===== config.mk =====
export PLATFORM = sky130hd
export DESIGN_NAME = mta_window
export DESIGN_NICKNAME = d
export VERILOG_FILES = /design/src/rtl/mta_pkg.sv /design/src/rtl/mta_cell.sv /design/src/rtl/mta_window.sv
export SDC_FILE = /design/constraint.sdc
export NUM_CORES = 1
export LEC_CHECK = 0
export BUFFER_PORTS_ARGS = -buffer_cell sky130_fd_sc_hd__buf_2
export CAP_MARGIN = 0
export CORE_MARGIN = 1.5
export CORE_UTILIZATION = 30
export CTS_CLUSTER_SIZE = 10
export DETAILED_ROUTE_END_ITERATION = 6
export PLACE_DENSITY = 0.46
export SETUP_SLACK_MARGIN = 0.1
export SYNTH_ARGS = -nofsm -noshare
export SYNTH_HDL_FRONTEND = slang
export SYNTH_SLANG_ARGS = --single-unit

===== constraint.sdc =====
create_clock -name i_clk -period 13.61 [get_ports i_clk]
set_clock_uncertainty 0.2 [all_clocks]
set_input_delay 0 -clock i_clk [delete_from_list [all_inputs] [get_ports i_clk]]
set_output_delay 0 -clock i_clk [all_outputs]
set_load 0.02 [all_outputs]

===== src/rtl/mta_pkg.sv =====
`default_nettype none

package mta_pkg;

    // Field widths fixed by the register map and the result format
    localparam int THR_W  = 16;
    localparam int MOV_W  = 4;
    localparam int LOSS_W = 4;
    localparam int BEEP_W = 6;
    localparam int CNT_W  = 7;
    localparam int TC_W   = 3;
    localparam int SEQ_W  = 32;
    localparam int ACC_W  = 16;

    // Configuration register indexes
    localparam logic [1:0] CFG_THRESHOLD = 2'd0;
    localparam logic [1:0] CFG_MOVING    = 2'd1;
    localparam logic [1:0] CFG_LOSS      = 2'd2;
    localparam logic [1:0] CFG_BEEP      = 2'd3;

    // Register reset values
    localparam logic [THR_W-1:0]  THR_RST  = 16'd256;
    localparam logic [MOV_W-1:0]  MLIM_RST = 4'd4;
    localparam logic [LOSS_W-1:0] LLIM_RST = 4'd8;
    localparam logic [BEEP_W-1:0] BLIM_RST = 6'd16;

    // Tamper countdown load value
    localparam logic [TC_W-1:0] TAMPER_LOAD = 3'd5;

    // Send kinds
    localparam logic [1:0] KIND_NONE   = 2'd0;
    localparam logic [1:0] KIND_BEACON = 2'd1;
    localparam logic [1:0] KIND_PROBE  = 2'd2;

    // Sound events
    localparam logic [2:0] SND_NONE   = 3'd0;
    localparam logic [2:0] SND_DISARM = 3'd1;
    localparam logic [2:0] SND_ARM    = 3'd2;
    localparam logic [2:0] SND_BEEP   = 3'd3;
    localparam logic [2:0] SND_PRIMED = 3'd4;

    // Sleep classes
    localparam logic [1:0] SLP_SHORT = 2'd0;
    localparam logic [1:0] SLP_LONG  = 2'd1;
    localparam logic [1:0] SLP_ALARM = 2'd2;

    typedef struct packed {
        logic signed [ACC_W-1:0] accel_x;
        logic signed [ACC_W-1:0] accel_y;
        logic signed [ACC_W-1:0] accel_z;
        logic                    send_acked;
    } t_in_item;

    typedef struct packed {
        logic [1:0]       send_kind;
        logic [SEQ_W-1:0] sent_sequence;
        logic [MOV_W-1:0] sent_moving;
        logic [2:0]       sound_event;
        logic [1:0]       sleep_class;
        logic             alarm_armed;
    } t_out_item;

    typedef struct packed {
        logic [1:0]       wr_index;
        logic [THR_W-1:0] wr_data;
    } t_cfg_wr;

    typedef struct packed {
        logic [THR_W-1:0]  thr;
        logic [MOV_W-1:0]  mlim;
        logic [LOSS_W-1:0] llim;
        logic [BEEP_W-1:0] blim;
    } t_cfg;

    // Per-item flags carried down the pipeline
    typedef struct packed {
        logic acked;
        logic primed_old;
        logic fill_done;
    } t_flags;

endpackage

`default_nettype wire


===== src/rtl/mta_cell.sv =====
`default_nettype none

module mta_cell #(
    parameter int SW = 16
) (
    input  logic                 i_clk,
    input  logic                 i_rst_n,
    input  logic                 i_shift,
    input  logic signed [SW-1:0] i_smp [3],
    output logic signed [SW-1:0] o_smp [3]
);
    logic signed [SW-1:0] r_smp [3];
    logic signed [SW-1:0] n_smp [3];

    // Take the neighbor's sample set on a shift
    always_comb begin
        for (int a = 0; a < 3; a++) begin
            n_smp[a] = i_shift ? i_smp[a] : r_smp[a];
        end
    end

    always_ff @(posedge i_clk) begin
        if (!i_rst_n) begin
            for (int a = 0; a < 3; a++) begin
                r_smp[a] <= '0;
            end
        end else begin
            r_smp <= n_smp;
        end
    end

    assign o_smp = r_smp;

endmodule

`default_nettype wire


===== src/rtl/mta_window.sv =====
`default_nettype none

module mta_window #(
    parameter int DEPTH = 10,
    parameter int SW    = 16
) (
    input  logic                 i_clk,
    input  logic                 i_rst_n,
    input  logic                 i_valid,
    output logic                 o_ready,
    input  logic signed [SW-1:0] i_smp [3],
    input  logic                 i_acked,
    output logic                 o_valid,
    input  logic                 i_ready,
    output logic signed [SW-1:0] o_smp [3],
    output mta_pkg::t_flags      o_flags,
    output logic [2:0]           o_neg,
    output logic [SW+$clog2(DEPTH)-1:0] o_abs [3]
);
    import mta_pkg::*;

    localparam int LG     = $clog2(DEPTH);
    localparam int SUM_W  = SW + LG;
    localparam int FILL_W = (LG < 1) ? 1 : LG;

    logic signed [SW-1:0]    w [DEPTH+1][3];
    logic signed [SUM_W-1:0] r_sum [3];
    logic signed [SUM_W-1:0] n_sum [3];
    logic [SUM_W-1:0]        n_abs [3];
    logic [2:0]              n_neg;
    logic [FILL_W-1:0]       r_fill;
    logic                    r_primed;
    logic                    r_v;
    logic signed [SW-1:0]    r_smp [3];
    t_flags                  r_flags;
    logic [2:0]              r_neg;
    logic [SUM_W-1:0]        r_abs [3];
    logic                    accept;
    logic                    fill_last;

    assign o_ready   = !r_v || i_ready;
    assign accept    = i_valid && o_ready;
    assign fill_last = (r_fill == FILL_W'(DEPTH - 1));

    // Row of window cells; the newest sample enters cell 0, the oldest leaves the end
    assign w[0] = i_smp;
    for (genvar k = 0; k < DEPTH; k++) begin : g_cell
        mta_cell #(.SW(SW)) u_cell (
            .i_clk   (i_clk),
            .i_rst_n (i_rst_n),
            .i_shift (accept),
            .i_smp   (w[k]),
            .o_smp   (w[k+1])
        );
    end

    // Running sums and their magnitude for the reciprocal divide
    always_comb begin
        for (int a = 0; a < 3; a++) begin
            n_sum[a] = r_sum[a] + SUM_W'(i_smp[a]) - SUM_W'(w[DEPTH][a]);
            n_neg[a] = n_sum[a][SUM_W-1];
            n_abs[a] = n_neg[a] ? SUM_W'(-n_sum[a]) : SUM_W'(n_sum[a]);
        end
    end

    // Sums, fill count and primed flag
    always_ff @(posedge i_clk) begin
        if (!i_rst_n) begin
            for (int a = 0; a < 3; a++) begin
                r_sum[a] <= '0;
            end
            r_fill   <= '0;
            r_primed <= 1'b0;
        end else if (accept) begin
            r_sum <= n_sum;
            if (!r_primed) begin
                if (fill_last) begin
                    r_fill   <= '0;
                    r_primed <= 1'b1;
                end else begin
                    r_fill <= r_fill + 1'b1;
                end
            end
        end
    end

    // Stage register toward the divider
    always_ff @(posedge i_clk) begin
        if (!i_rst_n) begin
            r_v <= 1'b0;
        end else if (accept) begin
            r_v <= 1'b1;
        end else if (i_ready) begin
            r_v <= 1'b0;
        end
    end

    always_ff @(posedge i_clk) begin
        if (accept) begin
            r_smp              <= i_smp;
            r_neg              <= n_neg;
            r_abs              <= n_abs;
            r_flags.acked      <= i_acked;
            r_flags.primed_old <= r_primed;
            r_flags.fill_done  <= !r_primed && fill_last;
        end
    end

    assign o_valid = r_v;
    assign o_smp   = r_smp;
    assign o_flags = r_flags;
    assign o_neg   = r_neg;
    assign o_abs   = r_abs;

endmodule

`default_nettype wire


==> results.sh <==
export IMPL_track_usage=0.1305
export IMPL_p_sw_frac=0.3499
export IMPL_ys_seq_area_frac=0.4821
export IMPL_ir_drop_mv=0.1011
export IMPL_syn_area_per_cell_um2=8.767
export IMPL_synth_net_count=3572
export IMPL_vias_per_cell=4.497
export IMPL_arrival_ns=5.00
export IMPL_grt_start_max_net_pins=211
export IMPL_cts_inserted_buffers=79
export IMPL_finalWirelength_mm=66.87
export IMPL_drv_slew=0
export IMPL_grt_pass1_wl_mm=110.6
export IMPL_postRouteAntennaNets=0
export IMPL_post_cts_resized=0
export IMPL_htree_levels=3
export IMPL_clkPwrFrac=0.300
export IMPL_ys_async_sr_fraction=0
export IMPL_place_gp_congestion=0.7934
export IMPL_power_switching_w=0.002286
export IMPL_worstPathRequired_ns=13.96
export IMPL_root_buffer="clkbuf_16"
export IMPL_fmax_ghz=0.2153
export IMPL_grt_ovfl_total=0
export IMPL_clk_path_buf_depth=3
export IMPL_power_density_nw_per_um2=186.6
export IMPL_diodes=0
export IMPL_power_frac_comb=0.344
export IMPL_clock_sinks=660
export IMPL_ys_ff_latch=660
export IMPL_dr_pass1_iters=5
export IMPL_antenna_found_initial=0
export IMPL_period_needed_ns=4.646
export IMPL_initial_utilization=0.3025
export IMPL_die_w_um=318.0
export IMPL_hold_viol=0
export IMPL_synth_xor_area_share=0.02702
export IMPL_drt_iter0_drc=1474
export IMPL_setup_viol=0
export IMPL_cts_tree="done"
export IMPL_die_y_um=318.0
export IMPL_syn_to_final_growth_pct=17.58
export IMPL_synth_top_cell_area_share=0.3671
export IMPL_synth_edff_count=114
export IMPL_clk_pin_slew_ns=0.06
export IMPL_internal_power_w=0.004246
export IMPL_synth_top_family_by_area="simple AND/OR/NAND/NOR gates"
export IMPL_grt_pass1_vias=20620
export IMPL_max_slew_margin_rel=0.1982
export IMPL_drive_gt1_frac=0.08484
export IMPL_vias=22010
export IMPL_layout_commonest_cell="nand2_1"
export IMPL_worstSetupPathType="flip-flop to flip-flop"
export IMPL_die_area_um2=101100
export IMPL_yosysWarnings=0
export IMPL_leakage_nw=12.87
export IMPL_numPortBuffers=168
export IMPL_hold_slack_ns=0.03786
export IMPL_cp_start_kind="flip-flop"
export IMPL_synth_compound_area_frac=0.1841
export IMPL_drv_cap=0
export IMPL_hold_class="primary input to flip-flop"
export IMPL_synthTopCellsByArea="dfxtp_1, nand2_1, a21boi_0"
export IMPL_status="complete, no violations"
export IMPL_pin_count=169
export IMPL_wl_per_cell_um=13.66
export IMPL_finalSetupTns_ns=0
export IMPL_synth_simple_area_share=0.1843
export IMPL_num_rows=115
export IMPL_utilization=0.3557
export IMPL_hpwl_mm=40.73
export IMPL_synth_flop_cell="dfxtp_1"
export IMPL_ys_types=76
export IMPL_insertion_delay_ns=0.63
export IMPL_yosys_area_top_type="dfxtp_1"
export IMPL_synthMuxAreaShare=0.001051
export IMPL_synth_area_um2=29770
export IMPL_fin_crit_sh=0.3413
export IMPL_seqPwrFrac=0.356
export IMPL_drcViolationCount=0
export IMPL_crit_path_end_kind="flip-flop"
export IMPL_fin_nets=3742
export IMPL_coreArea_um2=98420
export IMPL_synth_fa_ha_area_frac=0.06606
export IMPL_rsz0062_at_grt="no"
export IMPL_worstPathMaxFanout=133
export IMPL_worst_pin_slew_ns=1.203
export IMPL_syn_inst=3396
export IMPL_final_cell_mix="nand2_1, dfxtp_1, a21boi_0"
routing by layer:
metal  wire length, um  vias to the layer above  global-route usage  share of wire
li1                  -                    11430                   -              -
met1             35940                    10220              0.1972           0.54
met2             27230                      266              0.1875           0.41
met3              2451                       92             0.02280          0.037
met4              1248                        0             0.03796          0.019
met5                 0                        -                   0              0
state kept, by name, indices dropped and copies added, names as in the netlist:
signal,count
o_abs,60
o_smp,48
r_primed,1
g_cell.u_cell.o_smp,480
r_sum,60
o_valid,1
o_flags,3
o_neg,3
r_fill,4
logic make-up after synthesis:
| family | count (synthesis) |
|---|---|
| compound gates | 749 |
| xor+xnor | 91 |
| fa+ha+maj | 123 |
| buf+inv | 437 |
| flops | 660 |
| mux | 3 |
| simple gates | 1333 |
Yosys cell counts (10+ instances only):
| cell | instances |
|---|---|
| nand2_1 | 1084 |
| dfxtp_1 | 546 |
| a21boi_0 | 505 |
| inv_1 | 238 |
| clkbuf_1 | 194 |
| edfxtp_1 | 114 |
| nor2_1 | 74 |
| ha_1 | 66 |
| o21ai_0 | 65 |
| fa_1 | 57 |
| xnor2_1 | 55 |
| a21oi_1 | 47 |
| xor2_1 | 35 |
| and2_1 | 33 |
| nor3_1 | 23 |
| nand3_1 | 22 |
| nor2b_1 | 15 |
| o211a_1 | 15 |
| a31oi_1 | 14 |
| a21o_1 | 13 |
| o211ai_1 | 13 |
| a211oi_1 | 12 |
| nand2b_1 | 10 |
through the flow:
stage | setup slack [ns] | instance area (um^2) | power, W | cells
4_1_cts | 8.791 | 35010 | 0.006643 | 4894
2_1_floorplan | 8.424 | 29770 | 0.004034 | 3396
5_1_grt | 8.309 | 35010 | 0.006982 | 4894
3_3_place_gp | 8.879 | 31660 | 0.004614 | 4670
3_5_place_dp | 8.795 | 31660 | 0.004613 | 4670
6_report | 8.964 | 35010 | 0.006532 | 4894
critical path, cell delays in order, from the launching register on:
cell and delay [ns]:
dfxtp_1 0.31, nand2b_1 0.14, nand2_4 0.51, inv_8 0.84, buf_4 0.79, buf_4 0.70, buf_4 0.63, nand2_1 0.13
a21boi_0 0.20
what timing repair did:
action                                  in CTS  in global routing
endpoints found under the setup margin       0                  0
hold buffers                               102                  0
hold endpoints to repair                   258                  0
setup buffers                                0                  0
worst paths after layout:
path / start / endpoint / slack [ns] / cells after the start
max reg2reg: o_valid$_SDFFE_PN0P_ / g_cell[9].u_cell.o_smp[38]$_SDFFE_PN0P_ / 8.96 / 8
min reg2reg: g_cell[7].u_cell.o_smp[11]$_SDFFE_PN0P_ / g_cell[8].u_cell.o_smp[11]$_SDFFE_PN0P_ / 0.25 / 2
max: o_valid$_SDFFE_PN0P_ / g_cell[9].u_cell.o_smp[38]$_SDFFE_PN0P_ / 8.96 / 8
min: i_smp[47] / g_cell[0].u_cell.o_smp[47]$_SDFFE_PN0P_ / 0.04 / 4
final cells by class:
cell class              instances  area (um^2)
fillers                     10310        63410
flip-flops and latches        660        14350
multi-input cells            2299        13780
clock buffers                 112         2203
repair buffers                287         2024
well taps                    1287         1610
inverters                     239        904.6
clock inverters                10        127.6
power by group through the flow:
| stage | Combinational, W | Sequential, W | Clock, W |
|---|---|---|---|
| floorplan | 0.00154 | 0.00250 | 0 |
| global placement | 0.00224 | 0.00237 | 0 |
| detailed placement | 0.00224 | 0.00237 | 0 |
| CTS | 0.00227 | 0.00233 | 0.00204 |
| global route | 0.00252 | 0.00235 | 0.00212 |
| finish | 0.00225 | 0.00233 | 0.00196 |
No activity file was read; power rests on OpenSTA's default activity.
