===== config.mk =====
export PLATFORM = sky130hd
export DESIGN_NAME = mta_detect
export DESIGN_NICKNAME = d
export VERILOG_FILES = /design/src/rtl/mta_pkg.sv /design/src/rtl/mta_detect.sv
export SDC_FILE = /design/constraint.sdc
export NUM_CORES = 2
export LEC_CHECK = 0
export BUFFER_PORTS_ARGS = -buffer_cell sky130_fd_sc_hd__buf_2
export CAP_MARGIN = 20
export CORE_MARGIN = 4
export CORE_UTILIZATION = 25
export CTS_CLUSTER_SIZE = 30
export DETAILED_ROUTE_END_ITERATION = 8
export GPL_ROUTABILITY_DRIVEN = 0
export HOLD_SLACK_MARGIN = 0.12
export SLEW_MARGIN = 5
export SYNTH_ARGS = -nofsm -noshare
export SYNTH_HDL_FRONTEND = slang
export SYNTH_SLANG_ARGS = --single-unit

===== constraint.sdc =====
create_clock -name i_clk -period 20.1 [get_ports i_clk]
set_input_delay 1.005 -clock i_clk [delete_from_list [all_inputs] [get_ports i_clk]]
set_output_delay 1.005 -clock i_clk [all_outputs]
set_load 0.01 [all_outputs]

===== src/rtl/mta_pkg.sv =====
`default_nettype none

package mta_pkg;

    // Field widths fixed by the register map and the result format
    localparam int THR_W  = 16;
    localparam int MOV_W  = 4;
    localparam int LOSS_W = 4;
    localparam int BEEP_W = 6;
    localparam int CNT_W  = 7;
    localparam int TC_W   = 3;
    localparam int SEQ_W  = 32;
    localparam int ACC_W  = 16;

    // Configuration register indexes
    localparam logic [1:0] CFG_THRESHOLD = 2'd0;
    localparam logic [1:0] CFG_MOVING    = 2'd1;
    localparam logic [1:0] CFG_LOSS      = 2'd2;
    localparam logic [1:0] CFG_BEEP      = 2'd3;

    // Register reset values
    localparam logic [THR_W-1:0]  THR_RST  = 16'd256;
    localparam logic [MOV_W-1:0]  MLIM_RST = 4'd4;
    localparam logic [LOSS_W-1:0] LLIM_RST = 4'd8;
    localparam logic [BEEP_W-1:0] BLIM_RST = 6'd16;

    // Tamper countdown load value
    localparam logic [TC_W-1:0] TAMPER_LOAD = 3'd5;

    // Send kinds
    localparam logic [1:0] KIND_NONE   = 2'd0;
    localparam logic [1:0] KIND_BEACON = 2'd1;
    localparam logic [1:0] KIND_PROBE  = 2'd2;

    // Sound events
    localparam logic [2:0] SND_NONE   = 3'd0;
    localparam logic [2:0] SND_DISARM = 3'd1;
    localparam logic [2:0] SND_ARM    = 3'd2;
    localparam logic [2:0] SND_BEEP   = 3'd3;
    localparam logic [2:0] SND_PRIMED = 3'd4;

    // Sleep classes
    localparam logic [1:0] SLP_SHORT = 2'd0;
    localparam logic [1:0] SLP_LONG  = 2'd1;
    localparam logic [1:0] SLP_ALARM = 2'd2;

    typedef struct packed {
        logic signed [ACC_W-1:0] accel_x;
        logic signed [ACC_W-1:0] accel_y;
        logic signed [ACC_W-1:0] accel_z;
        logic                    send_acked;
    } t_in_item;

    typedef struct packed {
        logic [1:0]       send_kind;
        logic [SEQ_W-1:0] sent_sequence;
        logic [MOV_W-1:0] sent_moving;
        logic [2:0]       sound_event;
        logic [1:0]       sleep_class;
        logic             alarm_armed;
    } t_out_item;

    typedef struct packed {
        logic [1:0]       wr_index;
        logic [THR_W-1:0] wr_data;
    } t_cfg_wr;

    typedef struct packed {
        logic [THR_W-1:0]  thr;
        logic [MOV_W-1:0]  mlim;
        logic [LOSS_W-1:0] llim;
        logic [BEEP_W-1:0] blim;
    } t_cfg;

    // Per-item flags carried down the pipeline
    typedef struct packed {
        logic acked;
        logic primed_old;
        logic fill_done;
    } t_flags;

endpackage

`default_nettype wire


===== src/rtl/mta_detect.sv =====
`default_nettype none

module mta_detect #(
    parameter int DEPTH = 10,
    parameter int SW    = 16
) (
    input  logic                 i_clk,
    input  logic                 i_rst_n,
    input  logic                 i_valid,
    output logic                 o_ready,
    input  logic signed [SW-1:0] i_smp [3],
    input  mta_pkg::t_flags      i_flags,
    input  logic [2:0]           i_neg,
    input  logic [SW+$clog2(DEPTH)-1:0] i_abs [3],
    input  logic [mta_pkg::THR_W-1:0]   i_thr,
    output logic                 o_valid,
    input  logic                 i_ready,
    output mta_pkg::t_flags      o_flags,
    output logic                 o_dev
);
    import mta_pkg::*;

    localparam int LG     = $clog2(DEPTH);
    localparam int SUM_W  = SW + LG;
    localparam int DIF_W  = SUM_W + 1;
    localparam int CMP_W  = (DIF_W > THR_W) ? DIF_W : THR_W;
    localparam int K      = SUM_W + LG;
    localparam int M_W    = SUM_W + 2;
    localparam int PROD_W = SUM_W + M_W;
    // Rounded-up reciprocal; exact truncated quotient for every sum magnitude
    localparam logic [63:0] RECIP64 = ((64'd1 << K) + 64'(DEPTH) - 64'd1) / 64'(DEPTH);
    localparam logic [M_W-1:0] RECIP = RECIP64[M_W-1:0];

    logic                    r2_v;
    logic [PROD_W-1:0]       r2_prod [3];
    logic [2:0]              r2_neg;
    logic signed [SW-1:0]    r2_smp [3];
    t_flags                  r2_flags;
    logic                    r3_v;
    t_flags                  r3_flags;
    logic                    r3_dev;
    logic                    s2_take;
    logic                    s3_ready;
    logic                    s3_take;
    logic [SUM_W-1:0]        q [3];
    logic signed [SUM_W-1:0] mean [3];
    logic signed [DIF_W-1:0] dif [3];
    logic [DIF_W-1:0]        adif [3];
    logic                    dev;

    assign s3_ready = !r3_v || i_ready;
    assign o_ready  = !r2_v || s3_ready;
    assign s2_take  = i_valid && o_ready;
    assign s3_take  = r2_v && s3_ready;

    // Reciprocal multiply stage
    always_ff @(posedge i_clk) begin
        if (!i_rst_n) begin
            r2_v <= 1'b0;
        end else if (s2_take) begin
            r2_v <= 1'b1;
        end else if (s3_ready) begin
            r2_v <= 1'b0;
        end
    end

    always_ff @(posedge i_clk) begin
        if (s2_take) begin
            for (int a = 0; a < 3; a++) begin
                r2_prod[a] <= PROD_W'(i_abs[a]) * PROD_W'(RECIP);
            end
            r2_neg   <= i_neg;
            r2_smp   <= i_smp;
            r2_flags <= i_flags;
        end
    end

    // Signed mean, deviation magnitude and threshold compare on each axis
    always_comb begin
        dev = 1'b0;
        for (int a = 0; a < 3; a++) begin
            q[a]    = SUM_W'(r2_prod[a] >> K);
            mean[a] = r2_neg[a] ? -$signed(q[a]) : $signed(q[a]);
            dif[a]  = DIF_W'(mean[a]) - DIF_W'(r2_smp[a]);
            adif[a] = dif[a][DIF_W-1] ? DIF_W'(-dif[a]) : DIF_W'(dif[a]);
            if (CMP_W'(adif[a]) >= CMP_W'(i_thr)) begin
                dev = 1'b1;
            end
        end
    end

    always_ff @(posedge i_clk) begin
        if (!i_rst_n) begin
            r3_v <= 1'b0;
        end else if (s3_take) begin
            r3_v <= 1'b1;
        end else if (i_ready) begin
            r3_v <= 1'b0;
        end
    end

    always_ff @(posedge i_clk) begin
        if (s3_take) begin
            r3_flags <= r2_flags;
            r3_dev   <= dev;
        end
    end

    assign o_valid = r3_v;
    assign o_flags = r3_flags;
    assign o_dev   = r3_dev;

endmodule

`default_nettype wire


==> impl_results.rst <==
.. list-table::
   :header-rows: 1

   * - Metric
     - Value
   * - Post-CTS Setup Repair Bufs
     - 0
   * - Tightest Pin Transition
     - 788 ps
   * - Worst Hold Slack
     - 422 ps
   * - Area share of xor/xnor cells in the synthesized design
     - 0.0537
   * - Final hold violation count
     - 0
   * - Syn_nets
     - 4420
   * - Area inside the core boundary
     - 0.122 mm²
   * - Global-route met3 utilization
     - 0.0218
   * - Largest buffer count on any clock path
     - 2
   * - Grt total ovfl
     - 0
   * - Element type at the critical path start
     - primary input
   * - Worst r2r dst
     - o_dev
   * - Maximum number of pins on one net before global-route repair
     - 60
   * - Synth Area in Simple Gates
     - 0.0718
   * - GR met1 Demand/Resource
     - 0.169
   * - Worst R2R Setup Slack
     - 12760 ps
   * - Clk_lat worst skew
     - 400 ps
   * - Synth Cell Area
     - 0.0307 mm²
   * - Initial Utilization
     - 0.252
   * - Vias per cell
     - 4.33
   * - Multiplexer share of the synthesized area
     - 0.000653
   * - Critical path, cell by cell
     - buf_2, ha_1, inv_1, fa_1, inv_1, ha_1, fa_1, inv_1, fa_1, inv_1, fa_1, fa_1, ha_1, and3_1, and4_1, a221oi_1, o21ai_0, a221oi_2, a31oi_1, a21oi_1, o21ai_0, or2_2, a21o_1, xor2_1
   * - Layout net count
     - 4546
   * - Number of maximum-capacitance violations
     - 0
   * - Std cell rows
     - 128
   * - Initial antenna violation count
     - 13
   * - Data arrival, critical path
     - 7710 ps
   * - Antenna violation net count after detailed routing
     - 0
   * - Max Clk Rate
     - 0.132 GHz
   * - Number of cells upsized or downsized after cts
     - 0
   * - HPWL after DPL
     - 67100 µm
   * - Cell family with most CP delay
     - adder cells
   * - Initial DRT Pass Iterations
     - 4
   * - Die Y
     - 358 µm
   * - Share of flip-flops with an asynchronous set or reset
     - 0
   * - Crit-path max FO
     - 5
   * - Buffers and inverters on the worst path
     - 5
   * - Count of endpoints failing setup in the final report
     - 0
   * - Warnings from Yosys
     - 0
   * - Commonest cells after routing, fill and taps aside
     - sky130_fd_sc_hd__inv_1, sky130_fd_sc_hd__ha_1, sky130_fd_sc_hd__fa_1
   * - Worst clock skew
     - 12.1 ps
   * - Worst min-delay path class
     - register to register
   * - DR WL/cell
     - 15.1 µm
   * - Synth-to-layout area growth
     - 9.69%
   * - Pins Over Slew Limit
     - 0
   * - GRT met2 Usage
     - 0.189
   * - Period Utilization, post-route
     - 0.375
   * - H-tree depth
     - 3
   * - Adder-cell share of the synthesized area
     - 0.565
   * - Worst path depth
     - 24
   * - Outcome
     - completed
   * - Relative slew slack
     - 0.474
   * - Critical Path Source
     - i_abs[13]
   * - Clock-pin slew on the worst setup and hold paths
     - 80 ps
   * - Fraction of final layout cells with drive strength greater than 1
     - 0.0563
   * - Number of standard cells after synthesis
     - 3154
   * - Endpoint class of the critical path
     - register
   * - Final critical delay including setup and external delays
     - 7550 ps
   * - Summed negative setup slack over all endpoints
     - 0 ps
   * - Number of synthesized register bits
     - 111
   * - Maximum single-stage delay on the critical path
     - 530 ps
   * - Crit path kind
     - primary input to register
   * - TritonCTS Buffers
     - 9
   * - Req. time, crit path
     - 20260 ps
   * - Total global-route track usage
     - 0.119
   * - Wire length after detailed routing
     - 74500 µm
   * - Commonest non-fill, non-tap cell in the layout
     - sky130_fd_sc_hd__inv_1
   * - Number of placed I/O pins
     - 140
   * - Unique masters post-synth
     - 78
   * - Via count
     - 21.3k
   * - Residual DRC
     - 0
   * - Post-synth EDFFs
     - 109
   * - Number of DRC markers after the initial detailed-route iteration
     - 972
   * - Horiz. Die Dim
     - 358 µm
   * - Standard cell with the maximum stage delay on the critical path
     - sky130_fd_sc_hd__fa_1
   * - Unrepaired setup endpoints after global routing
     - no
   * - Number of clock sinks seen by CTS
     - 111
   * - Main combinational cell family by area after synthesis
     - adder cells
   * - Number of global-route vias before repair
     - 22.3k
   * - End point of the critical path
     - r2_prod[0][113]
   * - Quantity of hold-fixing buffers added after cts
     - 0
   * - Sequential cell area fraction in the yosys report
     - 0.108
   * - Final core area utilization
     - 0.276
   * - Worst R2R Start
     - r2_prod[0][27]
   * - Mean cell area of the mapped netlist
     - 9.72 µm²
   * - Port Buffer Count
     - 139
   * - First-pass GRT wire length
     - 120000 µm
   * - Compound-gate portion of the synthesized area
     - 0.0942
   * - # fillers
     - 12.9k
   * - Library cell appearing most often on the critical path
     - sky130_fd_sc_hd__fa_1
   * - Clock tree from TritonCTS
     - built
   * - Main synth FF type
     - sky130_fd_sc_hd__edfxtp_1
   * - GRT busiest layer
     - met2
   * - Library cell used as clock root buffer
     - sky130_fd_sc_hd__clkbuf_16
   * - Depth of the worst register-to-register path
     - 26
   * - Die Outline Area
     - 0.128 mm²
-- registers in the layout, indices dropped and copies added, names as in the netlist --
name,cells
o_valid,1
o_flags,3
r2_smp,48
r2_neg,3
r2_v,1
r2_flags,3
o_dev,1
r2_prod,51
-- logic make-up (layout without fill, tap and decap cells) --
| group | after synthesis | count (layout) |
|---|---|---|
| flip-flops | 111 | 111 |
| multiplexers | 2 | 2 |
| other | 0 | 11 |
| AND/OR/NAND/NOR | 430 | 430 |
| buffers and inverters | 873 | 1004 |
| adder cells (fa/ha/maj) | 1132 | 1132 |
| AO/OA/AOI/OAI | 418 | 418 |
| XOR/XNOR | 188 | 188 |
-- how the worst min path moves through the flow --
stage,endpoint,cells past startpoint,slack [ps],start
6_report,o_flags[0],0,420,r2_flags[0]
5_1_grt,o_flags[0],0,430,r2_flags[0]
4_1_cts,o_flags[0],0,430,r2_flags[0]
3_5_place_dp,o_flags[0],0,410,r2_flags[0]
3_3_place_gp,o_flags[1],0,400,r2_flags[1]
2_1_floorplan,o_flags[0],0,400,r2_flags[0]
-- routing by layer --
layer	vias up	wire (µm)
li1	10600	-
met1	10300	36400
met2	337	33100
met3	73	3730
met4	4	1260
met5	-	23
-- stage by stage --
| stage | std cells | cell area [µm²] | setup slack (ps) |
|---|---|---|---|
| 5_1_grt | 4912 | 33600 | 11940 |
| 3_3_place_gp | 4894 | 33300 | 12240 |
| 6_report | 4921 | 33600 | 12550 |
| 4_1_cts | 4910 | 33600 | 12600 |
| 3_5_place_dp | 4894 | 33300 | 12150 |
| 2_1_floorplan | 3154 | 30700 | 13010 |
-- cells in the mapped netlist, drive strengths merged (5+ instances only) --
cell type / n / area, µm²
a31o: 6 / 52.6
nand4: 20 / 131
a221oi: 6 / 58.8
nand3: 33 / 165
ha: 712 / 8910
or2: 8 / 50.1
or3: 17 / 106
inv: 847 / 3180
o211a: 5 / 50.1
clkbuf: 24 / 90.1
fa: 420 / 8410
o21ai: 77 / 385
and3: 20 / 125
and2: 10 / 62.6
o21bai: 10 / 75.1
nand2: 89 / 337
nor2b: 31 / 194
or4: 5 / 37.5
a21o: 65 / 488
nor4: 14 / 93.8
a2111oi: 8 / 76.3
xnor2: 126 / 1100
a21oi: 83 / 419
nand3b: 6 / 45.0
nand2b: 25 / 156
o2111ai: 9 / 78.8
a211oi: 23 / 183
o211ai: 17 / 128
o21a: 25 / 188
xor2: 62 / 543
nor2: 101 / 379
nor3: 35 / 180
edfxtp: 109 / 3270
a211o: 5 / 43.8
a31oi: 11 / 68.8
o41ai: 13 / 121
o31ai: 19 / 143
-- area by class of cell --
| cell class | instances | area (µm²) | share of cell area |
|---|---|---|---|
| timing repair buffer | 141 | 711 | 0.0211 |
| inverter | 847 | 3180 | 0.0945 |
| clock buffer | 9 | 225 | 0.00669 |
| tap | 1625 | 2030 | 0.0604 |
| clock inverter | 7 | 65.1 | 0.00193 |
| antenna | 11 | 27.5 | 0.000818 |
| sequential | 111 | 3310 | 0.0985 |
| multi-input combinational | 2170 | 24100 | 0.716 |
Power is left out: the tool's default activity adds up to more than one toggle a clock period on the data nets, which glitch-free logic cannot reach.
