### src/rtl/mta_pkg.sv
`default_nettype none

package mta_pkg;

    // Field widths fixed by the register map and the result format
    localparam int THR_W  = 16;
    localparam int MOV_W  = 4;
    localparam int LOSS_W = 4;
    localparam int BEEP_W = 6;
    localparam int CNT_W  = 7;
    localparam int TC_W   = 3;
    localparam int SEQ_W  = 32;
    localparam int ACC_W  = 16;

    // Configuration register indexes
    localparam logic [1:0] CFG_THRESHOLD = 2'd0;
    localparam logic [1:0] CFG_MOVING    = 2'd1;
    localparam logic [1:0] CFG_LOSS      = 2'd2;
    localparam logic [1:0] CFG_BEEP      = 2'd3;

    // Register reset values
    localparam logic [THR_W-1:0]  THR_RST  = 16'd256;
    localparam logic [MOV_W-1:0]  MLIM_RST = 4'd4;
    localparam logic [LOSS_W-1:0] LLIM_RST = 4'd8;
    localparam logic [BEEP_W-1:0] BLIM_RST = 6'd16;

    // Tamper countdown load value
    localparam logic [TC_W-1:0] TAMPER_LOAD = 3'd5;

    // Send kinds
    localparam logic [1:0] KIND_NONE   = 2'd0;
    localparam logic [1:0] KIND_BEACON = 2'd1;
    localparam logic [1:0] KIND_PROBE  = 2'd2;

    // Sound events
    localparam logic [2:0] SND_NONE   = 3'd0;
    localparam logic [2:0] SND_DISARM = 3'd1;
    localparam logic [2:0] SND_ARM    = 3'd2;
    localparam logic [2:0] SND_BEEP   = 3'd3;
    localparam logic [2:0] SND_PRIMED = 3'd4;

    // Sleep classes
    localparam logic [1:0] SLP_SHORT = 2'd0;
    localparam logic [1:0] SLP_LONG  = 2'd1;
    localparam logic [1:0] SLP_ALARM = 2'd2;

    typedef struct packed {
        logic signed [ACC_W-1:0] accel_x;
        logic signed [ACC_W-1:0] accel_y;
        logic signed [ACC_W-1:0] accel_z;
        logic                    send_acked;
    } t_in_item;

    typedef struct packed {
        logic [1:0]       send_kind;
        logic [SEQ_W-1:0] sent_sequence;
        logic [MOV_W-1:0] sent_moving;
        logic [2:0]       sound_event;
        logic [1:0]       sleep_class;
        logic             alarm_armed;
    } t_out_item;

    typedef struct packed {
        logic [1:0]       wr_index;
        logic [THR_W-1:0] wr_data;
    } t_cfg_wr;

    typedef struct packed {
        logic [THR_W-1:0]  thr;
        logic [MOV_W-1:0]  mlim;
        logic [LOSS_W-1:0] llim;
        logic [BEEP_W-1:0] blim;
    } t_cfg;

    // Per-item flags carried down the pipeline
    typedef struct packed {
        logic acked;
        logic primed_old;
        logic fill_done;
    } t_flags;

endpackage

`default_nettype wire

### src/rtl/mta_ctrl.sv
`default_nettype none

module mta_ctrl (
    input  logic                i_clk,
    input  logic                i_rst_n,
    input  logic                i_valid,
    output logic                o_ready,
    input  mta_pkg::t_flags     i_flags,
    input  logic                i_dev,
    input  mta_pkg::t_cfg       i_cfg,
    output logic                o_valid,
    input  logic                i_ready,
    output mta_pkg::t_out_item  o_item
);
    import mta_pkg::*;

    logic [SEQ_W-1:0]  r_seq, n_seq, seq_inc;
    logic [TC_W-1:0]   r_tc, n_tc;
    logic [MOV_W-1:0]  r_mov, n_mov;
    logic [LOSS_W-1:0] r_loss, n_loss;
    logic [CNT_W-1:0]  r_cnt, n_cnt;
    logic              r_off, n_off;
    logic              r_v;
    t_out_item         r_item, n_item;
    logic              probe;
    logic              run_tail;
    logic              take;

    assign o_ready = !r_v || i_ready;
    assign take    = i_valid && o_ready;
    assign seq_inc = r_seq + 1'b1;
    assign probe   = !r_off && (r_cnt != '0) && seq_inc[0];

    // One wake cycle of the send, arm/disarm, tamper and sleep decisions
    always_comb begin
        n_seq    = r_seq;
        n_tc     = r_tc;
        n_mov    = r_mov;
        n_loss   = r_loss;
        n_cnt    = r_cnt;
        n_off    = r_off;
        n_item   = '0;
        run_tail = 1'b1;

        if (i_flags.primed_old) begin
            n_seq                = seq_inc;
            n_item.send_kind     = probe ? KIND_PROBE : KIND_BEACON;
            n_item.sent_sequence = seq_inc;
            n_item.sent_moving   = probe ? '0 : r_mov;
            if (i_flags.acked) begin
                if (probe) begin
                    if (!r_off) begin
                        n_item.sound_event = SND_DISARM;
                        n_off              = 1'b1;
                    end
                end else if (r_off || r_cnt != '0) begin
                    n_item.sound_event = SND_ARM;
                    n_cnt              = '0;
                    n_off              = 1'b0;
                end
                n_tc   = '0;
                n_mov  = '0;
                n_loss = '0;
            end else if (!r_off && r_mov != '0) begin
                if (r_loss < i_cfg.llim) begin
                    n_loss = r_loss + 1'b1;
                end else begin
                    n_tc = TAMPER_LOAD;
                end
            end
            if (i_dev) begin
                n_tc = TAMPER_LOAD;
            end
        end else if (i_flags.fill_done) begin
            n_item.sound_event = SND_PRIMED;
        end else begin
            n_item.sleep_class = SLP_SHORT;
            run_tail           = 1'b0;
        end

        // Moving count, beep escalation and sleep class
        if (run_tail) begin
            if (n_tc != '0 && !n_off) begin
                n_tc = n_tc - 1'b1;
                if (n_mov < i_cfg.mlim) begin
                    n_item.sleep_class = SLP_SHORT;
                    n_mov              = n_mov + 1'b1;
                end else begin
                    n_item.sleep_class = SLP_ALARM;
                    n_item.sound_event = SND_BEEP;
                    if (n_cnt <= CNT_W'(i_cfg.blim)) begin
                        n_cnt = n_cnt + 1'b1;
                    end else begin
                        n_off = 1'b1;
                    end
                end
            end else begin
                n_item.sleep_class = (n_loss != '0 && !n_off) ? SLP_SHORT : SLP_LONG;
                n_mov              = '0;
            end
        end

        n_item.alarm_armed = !n_off;
    end

    always_ff @(posedge i_clk) begin
        if (!i_rst_n) begin
            r_seq  <= '0;
            r_tc   <= '0;
            r_mov  <= '0;
            r_loss <= '0;
            r_cnt  <= CNT_W'(1);
            r_off  <= 1'b1;
            r_v    <= 1'b0;
        end else begin
            if (take) begin
                r_seq  <= n_seq;
                r_tc   <= n_tc;
                r_mov  <= n_mov;
                r_loss <= n_loss;
                r_cnt  <= n_cnt;
                r_off  <= n_off;
                r_v    <= 1'b1;
            end else if (i_ready) begin
                r_v <= 1'b0;
            end
        end
    end

    // Result register
    always_ff @(posedge i_clk) begin
        if (take) begin
            r_item <= n_item;
        end
    end

    assign o_valid = r_v;
    assign o_item  = r_item;

endmodule

`default_nettype wire

### config.mk
export PLATFORM = sky130hd
export DESIGN_NAME = mta_ctrl
export DESIGN_NICKNAME = d
export VERILOG_FILES = /design/src/rtl/mta_pkg.sv /design/src/rtl/mta_ctrl.sv
export SDC_FILE = /design/constraint.sdc
export NUM_CORES = 1
export LEC_CHECK = 0
export BUFFER_PORTS_ARGS = -buffer_cell sky130_fd_sc_hd__buf_2
export CAP_MARGIN = 20
export CORE_MARGIN = 8
export CORE_UTILIZATION = 55
export DETAILED_ROUTE_END_ITERATION = 10
export MAX_ROUTING_LAYER = met4
export PLACE_DENSITY = 0.9
export SYNTH_ARGS = -nofsm -noshare
export SYNTH_HDL_FRONTEND = slang
export SYNTH_SLANG_ARGS = --single-unit
### constraint.sdc
create_clock -name i_clk -period 6.65 [get_ports i_clk]
set_clock_uncertainty 0.1 [all_clocks]
set_input_delay 0.665 -clock i_clk [delete_from_list [all_inputs] [get_ports i_clk]]
set_output_delay 0.665 -clock i_clk [all_outputs]
set_load 0.005 [all_outputs]
==> impl_metrics.tcl, run 1 <==
set metrics [dict create \
    root_buffer "clkbuf_8" \
    ctsHoldBuffers 0 \
    synth_top_area_share_pct 24.8 \
    dpl.hpwl_um 8100 \
    clk_latency_ps 370 \
    drcViolationCount 0 \
    avgSynthCellArea_um2 9.46 \
    clk_pin_slew_ps 100 \
    synth.distinct_cells 70 \
    fmax_mhz 260 \
    synth_compound_area_share_pct 11.3 \
    grt_pass1_wl_um 19200 \
    cts_tree "built" \
    drt-wirelength-per-cell_um 15.2 \
    crit_required_ps 6820 \
    worstPathArrival_ps 4020 \
    synthXorXnorAreaFrac_pct 9.02 \
    syn-num-nets 620 \
    yosys.area_share.simple_pct 26.3 \
    rsz0062_at_grt "false" \
    firstDrtPassIters 5 \
    cellPowerDensity_mw_per_mm2 204 \
    synth_seq_cells 96 \
    post-route-period-util_pct 57.9 \
    peakVddDrop_mv 0.116 \
    place_area_mm2 0.00573 \
    status "complete, no violations" \
    ys_async_sr_fraction_pct 0 \
    pre_cts_slack_ps 2440 \
    antenna_cells 0 \
    synth_edf_count 44 \
    wl_um 11500 \
    boundaryPins 84 \
    yosysWarnings 0 \
    grt_pass1_vias 4269 \
    numCtsBuffers 9 \
    hold_path.class "register to register" \
    netlist_top_cells_area "edfxtp_1 25%, dfxtp_1 20%, xnor2_1 5.4%" \
    clkSinkCount 96 \
    yosys.area.top_type "edfxtp_1" \
    muxShareOfSynthArea_pct 0.774 \
    slew_viol_final 0 \
    htree_levels 3 \
    cts_setup_buffers 0 \
    die_x_um 115 \
    drv_cap 0 \
    syn_area_mm2 0.00534 \
    finalSetupViolCount 0 \
    leakage_nw 2.35 \
    die_h_um 115 \
    power_mw 1.22 \
    synth-main-ff-cell "dfxtp_1" \
    dr.first_iter.drc_count 205 \
    rows 36 \
    dieArea_mm2 0.0131 \
    final_cell_mix "67 x buf_2, 52 x dfxtp_1, 44 x nand2_1, 44 x nor2_1, 44 x edfxtp_1" \
    final-hold-violation-count 0 \
    start_kind "primary input" \
    vias 4280 \
    crit_type "primary input to register" \
    cp-end-kind "register" \
    finalInstanceArea_mm2 0.00597 \
    io_buffers 67 \
    post_cts_resized 0 \
    antenna_found_initial 0 \
    final_nets 674 \
    initial_core_util_pct 55.6 \
    gr-total-overflow 0 \
    fin_ws_ps 2800 \
    ant_nets 0 \
    vias_per_cell 5.66 \
    gp_congestion 0.866 \
    synth_cells 564 \
    tns_ps 0 \
    core-area_mm2 0.00959 \
    area_delta_synth_final_pct 11.9 \
    grt_max_degree 49 \
    post-route-min-period_ps 3850 \
    clockBufferDepth 2 \
    ys_seq_area_share_pct 44.3 \
    synth_top_family_by_area "simple AND/OR/NAND/NOR gates" \
    grt_use_total_pct 18.4 \
    final_common_cell "buf_2" \
    drive_gt1_share_pct 18.0 \
    max-slew-margin-rel_pct 41.7 \
    tightest_slew_ps 867 \
    synthAdderAreaFrac_pct 4.22 \
    cp_max_fo 48 \
]
==> area by class of cell <==
cell class,count,area (um2)
clock buffer,9,124
clock inverter,7,125
fill,772,3620
inverter,22,82.6
multi-input combinational,419,2760
sequential,96,2360
tap,133,166
timing repair buffer,70,358
==> stage by stage <==
step	hold slack [ps]	util [%]	cells
floorplan	350	-	564
global placement	372	59.7	740
detailed placement	371	59.7	740
CTS	384	62.3	756
global route	411	62.3	756
finish	387	62.3	756
==> where the power goes <==
| part | switching, mW | internal [mW] | total (mW) |
|---|---|---|---|
| Combinational | 0.0693 | 0.0386 | 0.108 |
| Sequential | 0.00771 | 0.634 | 0.642 |
| Clock | 0.217 | 0.254 | 0.471 |
| Total | 0.294 | 0.926 | 1.22 |
==> logic make-up (layout without fill, tap and decap cells) <==
group           count (synthesis)  in the layout
simple gates                  252            252
flops                          96             96
compound gates                 90             90
xor+xnor                       55             55
buf+inv                        49            108
fa+ha+maj                      18             18
mux                             4              4
==> worst paths after layout <==
| check | start | end | slack (ps) | cells after the start |
|---|---|---|---|---|
| setup reg to reg | r_loss[1] | r_tc[1] | 3170 | 10 |
| hold / removal | r_cnt[6] | r_cnt[6] | 390 | 2 |
| hold reg to reg | r_cnt[6] | r_cnt[6] | 390 | 2 |
| setup / recovery | i_flags[1] | r_cnt[4] | 2800 | 11 |
==> critical path: stages <==
cell and delay (ps):
buf_2 520, and2_1 680, o21ai_0 370, and2_1 280
ha_1 280, nor2_1 110, a211oi_1 60, o21ai_0 290
nand3_1 170, or3_4 460, mux2i_1 120
==> synthesized netlist by cell type (7+ instances only) <==
cell type	n
a21boi_0	7
nor4_1	8
dfxtp_1	52
nor3_1	16
ha_1	18
nand4_1	12
nor2_1	44
and3_1	10
a21oi_1	17
edfxtp_1	44
o21ai_0	26
xor2_1	22
clkbuf_1	14
nand3_1	27
nand2_1	44
inv_1	20
xnor2_1	33
or3_1	11
and2_1	40
==> registers in the layout, summed over array words and instances (netlist names) <==
signal / cells
r_cnt: 7
r_seq: 32
r_tc: 3
o_valid: 1
r_mov: 4
r_loss: 4
r_off: 1
o_item: 44
==> per-layer routing <==
metal  global-route usage [%]  share of wire [%]  up-vias
li1                         -                  -     2122
met4                     7.36                2.0        0
met3                     3.53                5.7       24
met1                     20.7                 43     1998
met2                     31.5                 49      136
met5                        -                  0        -
(Power assumes the default switching activity.)
==> run 2, diff against run 1 <==
- ABC_AREA: unset -> 1
- CORE_UTILIZATION: 55 -> 52
- PLACE_DENSITY: 0.9 -> 0.89
- clock period: 6.65 -> 3.5 ns (I/O delays scaled with it)
==> impl_metrics.tcl, run 2 <==
set metrics [dict create \
    clk_pin_slew_ps 100 \
    root_buffer "clkbuf_8" \
    r2r_end "r_cnt[3]" \
    grt_pass1_vias 4325 \
    synth_seq_cells 96 \
    tightest_slew_ps 563 \
    cp-end-kind "register" \
    status "complete, no violations" \
    numCtsBuffers 9 \
    cp_max_fo 6 \
    crit_chain "nor2_1 > nand2_1 > o21ai_2 > nand3_2 > inv_2 > nand2_1 > nand2_1 > inv_1 > ha_1 > a21oi_1 > nand2_1 > nand2_1 > nand2_1 > nand2_1 > nand2_1 > nand2_1 > nand2_1 > inv_1 > nand2_1 > nor2_1 > nand3_1 > nand2_1 > nor2_1" \
    cts_tree "built" \
    grt_use_total_pct 18.1 \
    final_common_cell "nand2_1" \
    ys_seq_area_share_pct 44.8 \
    io_buffers 67 \
    synthTopCellsByCount "125 x nand2_1, 123 x inv_1, 78 x nor2_1, 52 x dfxtp_1, 51 x a21oi_1" \
    cellPowerDensity_mw_per_mm2 377 \
    synth_cells 677 \
    final-hold-violation-count 0 \
    core-area_mm2 0.00982 \
    holdPathStages 4 \
    initial_core_util_pct 53.7 \
    grt_pass1_wl_um 19400 \
    worst_hold_startpoint "i_ready" \
    fmax_mhz 340 \
    place_area_mm2 0.00574 \
    htree_levels 3 \
    max_stage_delay_ps 350 \
    post-route-min-period_ps 2940 \
    finalInstanceArea_mm2 0.00596 \
    hold_path.class "primary input to register" \
    synth_edf_count 44 \
    timing.hold.ws_ps 176 \
    ctsHoldBuffers 0 \
    cts_setup_buffers 0 \
    synth-main-ff-cell "dfxtp_1" \
    rows 36 \
    peakVddDrop_mv 0.185 \
    start_kind "register" \
    worstPathArrival_ps 3110 \
    largest_reg_flops 44 \
    tns_ps 0 \
    finalSetupViolCount 0 \
    pre_cts_slack_ps 630 \
    syn_area_mm2 0.00528 \
    gr-total-overflow 0 \
    grt_max_degree 39 \
    wl_um 11700 \
    avgSynthCellArea_um2 7.79 \
    rsz0062_at_grt "false" \
    clkSinkCount 96 \
    vias_per_cell 5.18 \
    reg2regPathDepth 23 \
    area_delta_synth_final_pct 13.0 \
    post-route-period-util_pct 84.0 \
    vias 4558 \
    antenna_cells 0 \
    die_x_um 117 \
    drive_gt1_share_pct 15.9 \
    dr.first_iter.drc_count 256 \
    clockBufferDepth 2 \
    syn-num-nets 733 \
    fin_ws_ps 559 \
    final_cell_mix "125 x nand2_1, 122 x inv_1, 78 x nor2_1, 67 x buf_2, 52 x dfxtp_1" \
    drt-wirelength-per-cell_um 13.3 \
    holdPathEnd "o_valid" \
    crit_path_top_delay_cell "dfxtp_1" \
    dpl.hpwl_um 8280 \
    die_h_um 117 \
    nFillCells 882 \
    slew_viol_final 0 \
    synth.distinct_cells 40 \
    antenna_found_initial 0 \
    boundaryPins 84 \
    max-slew-margin-rel_pct 62.4 \
    crit_required_ps 3670 \
    leakage_nw 2.69 \
    dieArea_mm2 0.0136 \
    yosysWarnings 0 \
    clk_latency_ps 360 \
    synth_top_area_share_pct 25.0 \
    post_cts_resized 0 \
    crit_top_cell "nand2_1" \
    final_nets 798 \
    drcViolationCount 0 \
    firstDrtPassIters 5 \
    ys_async_sr_fraction_pct 0 \
    gp_congestion 0.907 \
    ant_nets 0 \
    drv_cap 0 \
    crit_type "register to register" \
    r2r_slack_ps 560 \
    post-synth-top-count-cell "nand2_1" \
    yosys.area.top_type "edfxtp_1" \
    netlist_top_cells_area "edfxtp_1 25%, dfxtp_1 20%, nand2_1 8.9%" \
    r2r_start "r_cnt[2]" \
]
==> run 2: changes by cell type after synthesis, sizes merged, moves of 10 or more <==
cell	change
and3	-10
or3	-13
inv	+109
a21oi	+33
nor2	+38
xnor2	-29
nand3	+10
nand2	+87
and2	-42
==> run 2: cells by family (layout without fill, tap and decap cells) <==
family          Yosys count  in the layout  synth area share, %
xor+xnor                 26             26                 4.32
compound gates           98             98                 10.2
fa+ha+maj                18             18                 4.27
simple gates            292            292                 25.8
buf+inv                 147            217                 10.7
flops                    96             96                 44.8
==> run 2: worst max-delay path: cells and delay by family, from the launching register on <==
family,cells,cell delay [ps]
compound gates,2,340
simple gates,17,1510
buf+inv,3,220
fa+ha+maj,1,310
flops,1,350
==> run 2: metrics by stage <==
stage	std cells	total power, mW	util, %
floorplan	677	1.45	-
global placement	863	1.53	58.5
detailed placement	863	1.54	58.5
CTS	879	2.25	60.4
global route	880	2.34	60.7
finish	880	2.25	60.7
==> run 2: worst max-delay path by stage <==
stage / endpoint / slack (ps) / from / cells after the start
2_1_floorplan: r_tc[2] / 780 / i_ready / 7
3_3_place_gp: r_cnt[4] / 710 / r_cnt[4] / 21
3_5_place_dp: r_cnt[1] / 630 / r_cnt[4] / 21
4_1_cts: r_cnt[4] / 610 / r_cnt[2] / 21
5_1_grt: r_cnt[3] / 310 / r_cnt[4] / 23
6_report: r_cnt[3] / 560 / r_cnt[2] / 23
==> run 2: where the power goes <==
group	switching, mW	internal (mW)	total [mW]	leakage, nW
clock	0.396	0.330	0.727	0.0916
sequential	0.0303	1.23	1.26	0.869
combinational	0.169	0.0916	0.260	1.73
total	0.595	1.65	2.25	2.69
==> run 2: cell type report <==
type                            instances  area, um2  share of cell area, %
Sequential cell                        96       2360                   39.6
Multi-Input combinational cell        434       2350                   39.4
Inverter                              129        484                   8.12
Timing Repair Buffer                   72        405                   6.80
Tap cell                              133        166                   2.79
Clock buffer                            9        124                   2.08
Clock inverter                          7       71.3                   1.20
==> run 2: routing by layer <==
metal	GRT usage (%)	routed length (um)	vias up	share of wire [%]
li1	-	-	2307	-
met1	21.9	4980	2056	43
met2	30.0	5660	177	49
met3	2.38	824	18	7.1
met4	7.25	206	0	1.8
met5	-	0	-	0
==> run 3, diff against run 2 <==
- CORE_UTILIZATION: 52 -> 55
- PLACE_DENSITY: 0.89 -> 0.9
- clock period: 3.5 -> 3 ns (I/O delays scaled with it)
==> impl_metrics.tcl, run 3 (synthesized netlist as in run 2, its figures left out) <==
set metrics [dict create \
    vias_per_cell 5.16 \
    slew_viol_final 0 \
    clockBufferDepth 2 \
    core-area_mm2 0.00928 \
    fmax_mhz 364 \
    final_nets 802 \
    grt_pass1_vias 4479 \
    dieArea_mm2 0.0130 \
    crit_chain "nor2_1 > nand2_1 > o21ai_2 > nand3_2 > inv_2 > nand2_2 > nand2_2 > inv_1 > ha_1 > a21oi_1 > nand2_1 > nand2_1 > nand2_1 > nand2_1 > nand2_1 > nand2_1 > nand2_1 > inv_1 > nand2_1 > nor2_2 > nand3_1 > nand2_1 > nor2_1" \
    nFillCells 805 \
    wl_um 11600 \
    tns_ps 0 \
    root_buffer "clkbuf_8" \
    gr-total-overflow 0 \
    max-slew-margin-rel_pct 59.1 \
    vias 4542 \
    multi_input_area_mm2 0.00236 \
    cp-end-kind "register" \
    die_h_um 114 \
    ant_nets 0 \
    dpl.hpwl_um 8480 \
    dr.first_iter.drc_count 223 \
    initial_core_util_pct 56.8 \
    final_common_cell "nand2_1" \
    hold_path.class "primary input to register" \
    gp_congestion 0.917 \
    crit_top_cell "nand2_1" \
    fin_util_pct 64.5 \
    crit_required_ps 3170 \
    firstDrtPassIters 5 \
    ctsHoldBuffers 0 \
    io_buffers 67 \
    cts_tree "built" \
    stdcell_count 880 \
    cp_max_fo 6 \
    final-hold-violation-count 0 \
    post-route-period-util_pct 91.6 \
    drive_gt1_share_pct 16.2 \
    worstPathArrival_ps 2920 \
    rows 35 \
    final_cell_mix "123 x nand2_1, 122 x inv_1, 77 x nor2_1, 67 x buf_2, 52 x dfxtp_1" \
    post-place-cells 863 \
    tightest_slew_ps 612 \
    drcViolationCount 0 \
    numCtsBuffers 9 \
    max_stage_delay_ps 350 \
    register_area_mm2 0.00236 \
    status "complete, no violations" \
    grt_max_degree 39 \
    pre_cts_slack_ps 218 \
    cellPowerDensity_mw_per_mm2 439 \
    antenna_found_initial 0 \
    drt-wirelength-per-cell_um 13.2 \
    boundaryPins 84 \
    fin_ws_ps 253 \
    clk_latency_ps 370 \
    drv_cap 0 \
    grt_pass1_wl_um 19600 \
    htree_levels 3 \
    crit_path_top_delay_cell "dfxtp_1" \
    clkSinkCount 96 \
    peakVddDrop_mv 0.227 \
    area_delta_synth_final_pct 13.6 \
    start_kind "register" \
    antenna_cells 0 \
    die_x_um 114 \
    finalSetupViolCount 0 \
    grt_use_total_pct 18.7 \
    crit_type "register to register" \
    leakage_nw 2.70 \
    largest_reg_flops 44 \
    clk_pin_slew_ps 90 \
    post-route-min-period_ps 2750 \
]
## run 3: cell count changes in the layout (fill, tap and decap cells not counted), sizes merged
| cell | delta |
|---|---|
| clkinvlp | -2 |
| clkinv | -1 |
| inv | -1 |
| clkbuf | +4 |
| buf | +4 |
## run 3: where the power goes
group	total, mW	switching, mW	leakage, nW	internal, mW
clock network	0.847	0.440	0.0913	0.407
registers	1.47	0.0340	0.869	1.43
logic	0.313	0.200	1.74	0.113
total	2.63	0.674	2.70	1.95
## run 3: final timing paths
kind | end | slack [ps] | cells after the start | start
worst max-delay path | r_cnt[3] | 250 | 23 | r_cnt[2]
worst min register to register | r_tc[2] | 370 | 2 | r_tc[2]
worst min-delay path | o_valid | 120 | 4 | i_ready
worst max register to register | r_cnt[3] | 250 | 23 | r_cnt[2]
## run 3: layer usage
metal  up-vias  part of all wire, %  track usage (%)
met2       138                   50             32.5
met5         -                    0                -
met3        20                  5.4             3.17
met1      2065                   43             20.9
met4         0                  1.6             7.90
li1       2319                    -                -
## run 3: repair_timing
item	in CTS	in global routing
buffers inserted	0	0
resized for setup	0	3
setup endpoints to repair	0	8
## run 3: critical path: cells and delay by family, from the launching register on
family,cells,cell delay [ps]
compound gates,2,290
fa+ha+maj,1,300
buf+inv,3,230
flops,1,350
simple gates,17,1380
## run 3: per-stage QoR
step | hold WS (ps) | area, um2 | power (mW)
5_1_grt | 159 | 5990 | 2.72
3_5_place_dp | 361 | 5770 | 1.80
2_1_floorplan | 345 | 5280 | 1.69
4_1_cts | 122 | 5960 | 2.62
3_3_place_gp | 354 | 5770 | 1.79
6_report | 119 | 5990 | 2.63
## run 3: final cells by class
type,instances,share of cell area [%]
Clock buffer,13,2.49
Tap cell,129,2.69
Multi-Input combinational cell,434,39.3
Inverter,129,8.08
Clock inverter,3,0.689
Timing Repair Buffer,76,7.27
Sequential cell,96,39.4
